[config.mk]
export PLATFORM = sky130hd
export DESIGN_NAME = periodic_timer_bank
export DESIGN_NICKNAME = d
export VERILOG_FILES = /design/src/ptb_pkg.sv /design/src/periodic_timer_bank.sv /design/src/ptb_cell.sv
export SDC_FILE = /design/constraint.sdc
export NUM_CORES = 2
export LEC_CHECK = 0
export ABC_AREA = 1
export BUFFER_PORTS_ARGS = -buffer_cell sky130_fd_sc_hd__buf_4
export CAP_MARGIN = 30
export CORE_ASPECT_RATIO = 0.7
export CORE_MARGIN = 10
export CORE_UTILIZATION = 60
export CTS_BUF_LIST = sky130_fd_sc_hd__clkbuf_16
export CTS_CLUSTER_DIAMETER = 100
export CTS_CLUSTER_SIZE = 10
export DETAILED_ROUTE_END_ITERATION = 12
export HOLD_SLACK_MARGIN = 0.05
export PLACE_DENSITY = 0.8
export SLEW_MARGIN = 5
export SYNTH_ARGS = -nofsm -noshare
export SYNTH_HDL_FRONTEND = slang
export SYNTH_SLANG_ARGS = --single-unit
[constraint.sdc]
create_clock -name i_clk -period 8.6 [get_ports i_clk]
set_input_delay 1.72 -clock i_clk [delete_from_list [all_inputs] [get_ports i_clk]]
set_output_delay 1.72 -clock i_clk [all_outputs]
set_load 0.01 [all_outputs]
[src/ptb_pkg.sv]
package ptb_pkg;

    localparam int TIMER_SLOTS = 8;
    localparam int SLOT_W      = (TIMER_SLOTS > 1) ? $clog2(TIMER_SLOTS) : 1;

    localparam int TICK_W    = 32;
    localparam int RATE_W    = 20;
    localparam int PERIOD_W  = 32;
    localparam int PROD_W    = PERIOD_W + RATE_W;

    // 1000000 = 15625 << 6: shift out the 64, then multiply by ceil(2^60 / 15625)
    localparam int SCALE_SH = 6;
    localparam int QIN_W    = PROD_W - SCALE_SH;
    localparam int RECIP_W  = 47;
    localparam int RECIP_SH = 60;
    localparam logic [RECIP_W-1:0] RECIP = 47'd73786976294839;
    localparam int HALF_W   = QIN_W / 2;
    localparam int MHI_W    = RECIP_W - HALF_W;
    localparam int PP_W     = HALF_W + MHI_W;
    localparam int ACC_W    = QIN_W + RECIP_W;

    localparam int DIV_STEPS = 4;
    localparam int CNT_W     = 2;

    localparam int US_PER_S = 1000000;

    localparam logic [RATE_W-1:0] RATE_RESET = RATE_W'(1000);

    localparam int PADDR_W = 3;
    localparam logic REG_TICK_RATE = 1'b0;

    localparam logic [1:0] FN_ADD  = 2'd0;
    localparam logic [1:0] FN_DEL  = 2'd1;
    localparam logic [1:0] FN_TICK = 2'd2;

    localparam logic [1:0] STS_OK   = 2'd0;
    localparam logic [1:0] STS_FULL = 2'd1;
    localparam logic [1:0] STS_ZERO = 2'd2;

    typedef struct packed {
        logic              add_en;
        logic              del_en;
        logic              tick_en;
        logic [2:0]        del_slot;
        logic [TICK_W-1:0] ticks;
        logic              one_shot;
    } t_cell_cmd;

endpackage

[src/periodic_timer_bank.sv]
// Delete, tick and unused items: result registered at the accepting edge,
// one item a cycle while results are taken.
// Add items: multiply period by tick rate, then partial products of the reciprocal
// multiplication for the divide by 1000000, then the timer is placed.
// One item is in flight at a time; a new item is taken once any add has finished and the result register frees.
// Synchronous active-low reset clears all slots and sets the tick rate to 1000 Hz.
module periodic_timer_bank (
    input  logic                        i_clk,
    input  logic                        i_rst_n,
    input  logic                        psel,
    input  logic                        penable,
    input  logic                        pwrite,
    input  logic [ptb_pkg::PADDR_W-1:0] paddr,
    input  logic [31:0]                 pwdata,
    output logic [31:0]                 prdata,
    output logic                        pready,
    input  logic                        i_in_valid,
    output logic                        o_in_ready,
    input  logic [1:0]                  i_func,
    input  logic [31:0]                 i_period_us,
    input  logic                        i_one_shot,
    input  logic [2:0]                  i_target_slot,
    output logic                        o_out_valid,
    input  logic                        i_out_ready,
    output logic [1:0]                  o_status,
    output logic [2:0]                  o_assigned_slot,
    output logic [7:0]                  o_expired_mask
);
    import ptb_pkg::*;

    localparam logic [1:0] ST_IDLE = 2'd0;
    localparam logic [1:0] ST_MUL  = 2'd1;
    localparam logic [1:0] ST_DIV  = 2'd2;
    localparam logic [1:0] ST_DONE = 2'd3;

    logic [1:0]          r_state;
    logic [RATE_W-1:0]   r_rate;
    logic [PERIOD_W-1:0] r_period;
    logic                r_one_shot;
    logic [PROD_W-1:0]   r_dvd;
    logic [ACC_W-1:0]    r_acc;
    logic [CNT_W-1:0]    r_cnt;
    logic                r_out_valid;
    logic [1:0]          r_status;
    logic [2:0]          r_slot;
    logic [7:0]          r_mask;

    logic                      w_accept;
    logic                      w_apply;
    logic                      w_cfg_wr;
    logic [QIN_W-1:0]          w_scaled;
    logic [HALF_W-1:0]         w_mul_a;
    logic [MHI_W-1:0]          w_mul_b;
    logic [PP_W-1:0]           w_prod;
    logic [ACC_W-1:0]          w_pp;
    logic [ACC_W-RECIP_SH-1:0] w_quot;
    logic [TICK_W-1:0]         w_ticks;
    t_cell_cmd                 w_cmd;
    logic [7:0]                w_mask;

    logic [TIMER_SLOTS:0]             w_taken;
    logic [SLOT_W-1:0]                w_slot [TIMER_SLOTS+1];
    logic [TIMER_SLOTS-1:0]           w_exp;

    assign pready   = 1'b1;
    assign w_cfg_wr = psel && penable && pwrite && pready && (paddr[2] == REG_TICK_RATE);
    assign prdata   = (paddr[2] == REG_TICK_RATE) ? 32'(r_rate) : 32'd0;

    always_ff @(posedge i_clk) begin
        if (!i_rst_n) begin
            r_rate <= RATE_RESET;
        end else if (w_cfg_wr) begin
            r_rate <= pwdata[RATE_W-1:0];
        end
    end

    assign o_in_ready = (r_state == ST_IDLE) && (!r_out_valid || i_out_ready);
    assign w_accept   = i_in_valid && o_in_ready;
    assign w_apply    = (r_state == ST_DONE) && (!r_out_valid || i_out_ready);

    // divide by 1000000: drop the factor 64, then one partial product of the
    // reciprocal of 15625 a cycle
    assign w_scaled = r_dvd[PROD_W-1:SCALE_SH];
    assign w_mul_a  = r_cnt[0] ? w_scaled[QIN_W-1:HALF_W] : w_scaled[HALF_W-1:0];
    assign w_mul_b  = r_cnt[1] ? RECIP[RECIP_W-1:HALF_W] : MHI_W'(RECIP[HALF_W-1:0]);
    assign w_prod   = PP_W'(w_mul_a) * PP_W'(w_mul_b);
    assign w_pp     = (r_cnt[0] && r_cnt[1]) ? (ACC_W'(w_prod) << (2 * HALF_W)) :
                      (r_cnt[0] || r_cnt[1]) ? (ACC_W'(w_prod) << HALF_W) :
                      ACC_W'(w_prod);

    assign w_quot  = r_acc[ACC_W-1:RECIP_SH];
    assign w_ticks = (w_quot[ACC_W-RECIP_SH-1:TICK_W] != '0) ? '1 : w_quot[TICK_W-1:0];

    always_ff @(posedge i_clk) begin
        if (!i_rst_n) begin
            r_state <= ST_IDLE;
        end else begin
            unique case (r_state)
                ST_IDLE: begin
                    if (w_accept && (i_func == FN_ADD)) begin
                        r_state <= ST_MUL;
                    end
                end
                ST_MUL: begin
                    r_state <= ST_DIV;
                end
                ST_DIV: begin
                    if (r_cnt == CNT_W'(DIV_STEPS - 1)) begin
                        r_state <= ST_DONE;
                    end
                end
                ST_DONE: begin
                    if (w_apply) begin
                        r_state <= ST_IDLE;
                    end
                end
                default: r_state <= ST_IDLE;
            endcase
        end
    end

    always_ff @(posedge i_clk) begin
        if (w_accept) begin
            r_period   <= i_period_us;
            r_one_shot <= i_one_shot;
        end
        if (r_state == ST_MUL) begin
            r_dvd <= PROD_W'(r_period) * PROD_W'(r_rate);
            r_acc <= '0;
            r_cnt <= '0;
        end else if (r_state == ST_DIV) begin
            r_acc <= r_acc + w_pp;
            r_cnt <= r_cnt + CNT_W'(1);
        end
    end

    always_comb begin
        w_cmd          = '0;
        w_cmd.add_en   = w_apply && (w_ticks != '0);
        w_cmd.ticks    = w_ticks;
        w_cmd.one_shot = r_one_shot;
        w_cmd.del_en   = w_accept && (i_func == FN_DEL) && (32'(i_target_slot) < TIMER_SLOTS);
        w_cmd.del_slot = i_target_slot;
        w_cmd.tick_en  = w_accept && (i_func == FN_TICK);
    end

    assign w_taken[0] = 1'b0;
    assign w_slot[0]  = '0;

    for (genvar g = 0; g < TIMER_SLOTS; g++) begin : g_cell
        ptb_cell u_cell (
            .i_clk     (i_clk),
            .i_rst_n   (i_rst_n),
            .i_idx     (SLOT_W'(g)),
            .i_cmd     (w_cmd),
            .i_taken   (w_taken[g]),
            .i_slot    (w_slot[g]),
            .o_taken   (w_taken[g+1]),
            .o_slot    (w_slot[g+1]),
            .o_expired (w_exp[g])
        );
    end

    for (genvar b = 0; b < 8; b++) begin : g_mask
        if (b < TIMER_SLOTS) begin : g_on
            assign w_mask[b] = w_exp[b];
        end else begin : g_off
            assign w_mask[b] = 1'b0;
        end
    end

    always_ff @(posedge i_clk) begin
        if (!i_rst_n) begin
            r_out_valid <= 1'b0;
        end else if (w_apply || (w_accept && (i_func != FN_ADD))) begin
            r_out_valid <= 1'b1;
        end else if (i_out_ready) begin
            r_out_valid <= 1'b0;
        end
    end

    always_ff @(posedge i_clk) begin
        if (w_apply) begin
            r_mask <= '0;
            if (w_ticks == '0) begin
                r_status <= STS_ZERO;
                r_slot   <= '0;
            end else if (w_taken[TIMER_SLOTS]) begin
                r_status <= STS_OK;
                r_slot   <= 3'(w_slot[TIMER_SLOTS]);
            end else begin
                r_status <= STS_FULL;
                r_slot   <= '0;
            end
        end else if (w_accept && (i_func != FN_ADD)) begin
            r_status <= STS_OK;
            r_slot   <= '0;
            r_mask   <= w_mask;
        end
    end

    assign o_out_valid     = r_out_valid;
    assign o_status        = r_status;
    assign o_assigned_slot = r_slot;
    assign o_expired_mask  = r_mask;

    a_add_starts: assert property (@(posedge i_clk) disable iff (!i_rst_n)
        (i_in_valid && o_in_ready && (i_func == FN_ADD)) |=> (r_state == ST_MUL))
        else $error("add item did not start the conversion");

    a_mask_ok: assert property (@(posedge i_clk) disable iff (!i_rst_n)
        (o_out_valid && (o_expired_mask != '0)) |-> (o_status == STS_OK))
        else $error("expiry mask with failure status");

    a_div_count: assert property (@(posedge i_clk) disable iff (!i_rst_n)
        (r_state == ST_MUL) |=> ((r_state == ST_DIV) && (r_cnt == '0)))
        else $error("divider not restarted");

endmodule

[src/ptb_cell.sv]
module ptb_cell (
    input  logic                       i_clk,
    input  logic                       i_rst_n,
    input  logic [ptb_pkg::SLOT_W-1:0] i_idx,
    input  ptb_pkg::t_cell_cmd         i_cmd,
    input  logic                       i_taken,
    input  logic [ptb_pkg::SLOT_W-1:0] i_slot,
    output logic                       o_taken,
    output logic [ptb_pkg::SLOT_W-1:0] o_slot,
    output logic                       o_expired
);
    import ptb_pkg::*;

    logic              r_active;
    logic              r_one_shot;
    logic [TICK_W-1:0] r_reload;
    logic [TICK_W-1:0] r_remaining;

    logic              w_claim;
    logic              w_del;
    logic              w_dec;
    logic              w_fire;
    logic [TICK_W-1:0] w_left;

    // lowest free slot: first cell in the chain that is free takes the add
    assign w_claim = i_cmd.add_en && !i_taken && !r_active;
    assign w_del   = i_cmd.del_en && (32'(i_cmd.del_slot) == 32'(i_idx));
    assign w_dec   = i_cmd.tick_en && r_active && (r_remaining != '0);
    assign w_left  = r_remaining - TICK_W'(1);
    assign w_fire  = w_dec && (w_left == '0);

    assign o_taken   = i_taken | !r_active;
    assign o_slot    = i_taken ? i_slot : i_idx;
    assign o_expired = w_fire;

    always_ff @(posedge i_clk) begin
        if (!i_rst_n) begin
            r_active <= 1'b0;
        end else if (w_claim) begin
            r_active <= 1'b1;
        end else if (w_del) begin
            r_active <= 1'b0;
        end
    end

    always_ff @(posedge i_clk) begin
        if (w_claim) begin
            r_reload    <= i_cmd.ticks;
            r_remaining <= i_cmd.ticks;
            r_one_shot  <= i_cmd.one_shot;
        end else if (w_dec) begin
            r_remaining <= (w_fire && !r_one_shot) ? r_reload : w_left;
        end
    end

endmodule
==> impl_metrics.toml <==
[sta]
hold_viol = 0
post-route-period-util_pct = 105
skew_ns = 0.0683
period_needed_ns = 9.03
drv_slew = 0
tns_ns = -19.25
setup_viol = 68
slew_headroom_pct = 12.1
grt_setup_unrepaired = "yes"
timing.fmax_mhz = 111
fin_ws_ns = -0.429
tightest_slew_ns = 1.32
timing.hold.ws_ns = 0.476

[detailed_routing]
drtIter0Drc = 11900
wl_met2_um = 125000
vias_per_cell = 5.81
antenna_left = 0
finalWirelength_um = 321000
top_layer_used = "met5"
dr_wl_met3_um = 54900
drc = 0
first_pass_iters = 12
vias = 82300
met1Wirelength_um = 129000
wl_per_cell_um = 22.7

[outcome]
violations = "negative setup slack"
status = "complete, but fails checks"

[setup_path]
r2r_start = "r_cnt[0]$_SDFFE_PN0P_"
critPathRequiredTime_ns = 9.21
cpPeakStageDelay_ns = 0.59
cp-start-kind = "flop"
arrival_ns = 9.64
ff2ff_path_depth = 44
cp_slowest_cell = "fa_1"
r2r_slack_ns = -0.43
cp_max_fo = 7
rr_endpoint = "r_acc[68]$_SDFFE_PN0P_"
critPathCaptureType = "flop"
critPathKind = "reg -> reg"

[grt]
gr-total-overflow = 0
grt_max_degree = 64
antenna_found_initial = 14
grt_pass1_wl_um = 463000
grt_use_total_pct = 38.8
grt_pass1_vias = 77900

[synth]
synth_flop_cell = "edfxtp_1"
yosysSeqAreaShare_pct = 25.0
synth_top_area_share_pct = 21.7
synth_seq_cells = 738
syn_area_per_cell_um2 = 7.40
ys_top_cells_by_count = "2886 x nand2_1, 2483 x inv_1, 1226 x nor2_1"
synth_edf_count = 604
syn_area_mm2 = 0.0834
synthArstFlopShare_pct = 0
syn-instance-count = 11300
yosysTopAreaCell = "edfxtp_1"
synth.distinct_cells = 50
synth.most_common_cell = "nand2_1"
synth-warning-count = 0
synth.area.top_cells = "edfxtp_1 22%, fa_1 20%, nand2_1 13%"

[die]
die-area_mm2 = 0.155
ios = 128
core_mm2 = 0.138
start_util_pct = 60.4
die_y_um = 332
num_rows = 114
die_w_um = 466

[worst_hold_path]
holdPathEnd = "g_cell[5].u_cell.r_active$_SDFFE_PN0P_"
min_path_cells = 2
hold_class = "reg -> reg"
min_from = "g_cell[5].u_cell.r_active$_SDFFE_PN0P_"

[finish]
syn2layout_area_growth_pct = 23.8
fin_nets = 13700
fin_util_pct = 74.8
drive_above_1_share_pct = 20.8
fin_area_mm2 = 0.103

[placed_design]
port_buffers = 100
post_dp_cell_area_mm2 = 0.0924
detailed_place_hpwl_um = 241000
globalplace.congestion = 1.08

[clock_network]
htreeDepth = 3
cts_max_path_buffers = 3
cts-root-buf = "clkbuf_16"
clkTransAtPathRegs_ns = 0.06
clk_latency_ns = 0.75
cts.sinks = 738
tritoncts = "yes"
cts_made_buffers = 84

[flow_run]
maxCapViolCount = 0
==> logic make-up (layout without fill, tap and decap cells) <==
| logic type | Yosys count | in the layout | share of synthesized area (%) |
|---|---|---|---|
| and+or+nand+nor | 5253 | 5253 | 26.4 |
| buffers and inverters | 2866 | 3880 | 13.3 |
| adders and majority gates | 1339 | 1339 | 27.4 |
| AOI/OAI and AO/OA | 856 | 856 | 5.56 |
| DFF | 738 | 738 | 25.0 |
| xor gates and xnor gates | 225 | 225 | 2.36 |
| other | 2 | 15 | 0.00900 |
==> sequential cells by signal, indices dropped and copies added, names as in the netlist <==
name                       count
g_cell.u_cell.r_active         8
r_one_shot                     1
o_status                       2
o_out_valid                    1
r_state                        2
g_cell.u_cell.r_reload       256
r_acc                         93
g_cell.u_cell.r_remaining    256
o_assigned_slot                3
r_cnt                          2
g_cell.u_cell.r_one_shot       8
r_period                      32
o_expired_mask                 8
r_dvd                         46
r_rate                        20
==> how the worst max path moves through the flow <==
stage,from,endpoint,slack [ns],cells past startpoint
2_1_floorplan,r_cnt[0]$_SDFFE_PN0P_,r_acc[89]$_SDFFE_PN0P_,0.13,44
3_3_place_gp,r_cnt[0]$_SDFFE_PN0P_,r_acc[82]$_SDFFE_PN0P_,-1.10,47
6_report,r_cnt[0]$_SDFFE_PN0P_,r_acc[68]$_SDFFE_PN0P_,-0.43,44
3_5_place_dp,r_cnt[0]$_SDFFE_PN0P_,r_acc[82]$_SDFFE_PN0P_,-1.04,44
4_1_cts,r_cnt[0]$_SDFFE_PN0P_,r_acc[90]$_SDFFE_PN0P_,-0.41,50
5_1_grt,r_cnt[0]$_SDFFE_PN0P_,r_acc[67]$_SDFFE_PN0P_,-0.65,43
==> placed cells by master, fill, tap and decap left out, types with 16 or more instances in the layout <==
master	count
inv_2	160
inv_1	2375
or2_2	29
nand2_4	55
nand3_1	522
nand3_2	47
buf_4	1047
nor3_2	22
o21ai_1	95
nor2_4	146
nand2_2	152
xnor2_1	58
buf_16	26
dfxtp_1	133
xor2_1	145
nand3b_1	37
o21ai_0	145
o21ai_4	24
nor2_2	140
fa_1	793
ha_4	84
a21oi_1	217
buf_12	27
nand4_1	317
ha_1	430
o21ai_2	58
a31oi_1	21
edfxtp_1	604
fa_2	24
clkbuf_16	88
a21oi_2	107
o21a_1	16
buf_6	122
nand2_1	2686
nor3_1	36
a21oi_4	43
nor2_1	993
o21bai_1	22
==> per-layer routing <==
layer,track usage [%],vias to the layer above
met5,0.442,-
met4,11.4,16
met3,16.6,907
met2,50.8,5843
met1,57.3,38900
li1,-,36600
==> critical path, delay by kind of cell (launching register included) <==
family / cells / cell delay (ns)
AOI/OAI and AO/OA: 2 / 0.26
xor gates and xnor gates: 1 / 0.16
adders and majority gates: 9 / 4.45
buffers and inverters: 18 / 1.86
DFF: 1 / 0.37
and+or+nand+nor: 14 / 1.78
==> metrics by stage <==
step | std cells | worst slack, ns
detailed placement | 13800 | -1.04
floorplan | 11300 | 0.127
CTS | 14000 | -0.405
global placement | 13800 | -1.10
finish | 14200 | -0.429
global route | 14200 | -0.647
==> area by class of cell <==
type	count	area, µm²
Clock buffer	85	2130
Tap cell	1856	2320
Clock inverter	68	422
Sequential cell	738	20800
Inverter	2497	9420
Antenna cell	2	5.00
Fill cell	10200	34800
Timing Repair Buffer	1230	10700
Multi-Input combinational cell	7686	57500
==> repair_timing <==
action / CTS / global route
gates cloned: 1 / 1
endpoints found under the setup margin: 80 / 82
pin swaps: 114 / 382
hold buffers: 0 / 0
buffers inserted: 59 / 112
gates resized for setup: 512 / 1255
Power is left out: the tool's default activity adds up to more than one toggle a clock period on the data nets, which glitch-free logic cannot reach.
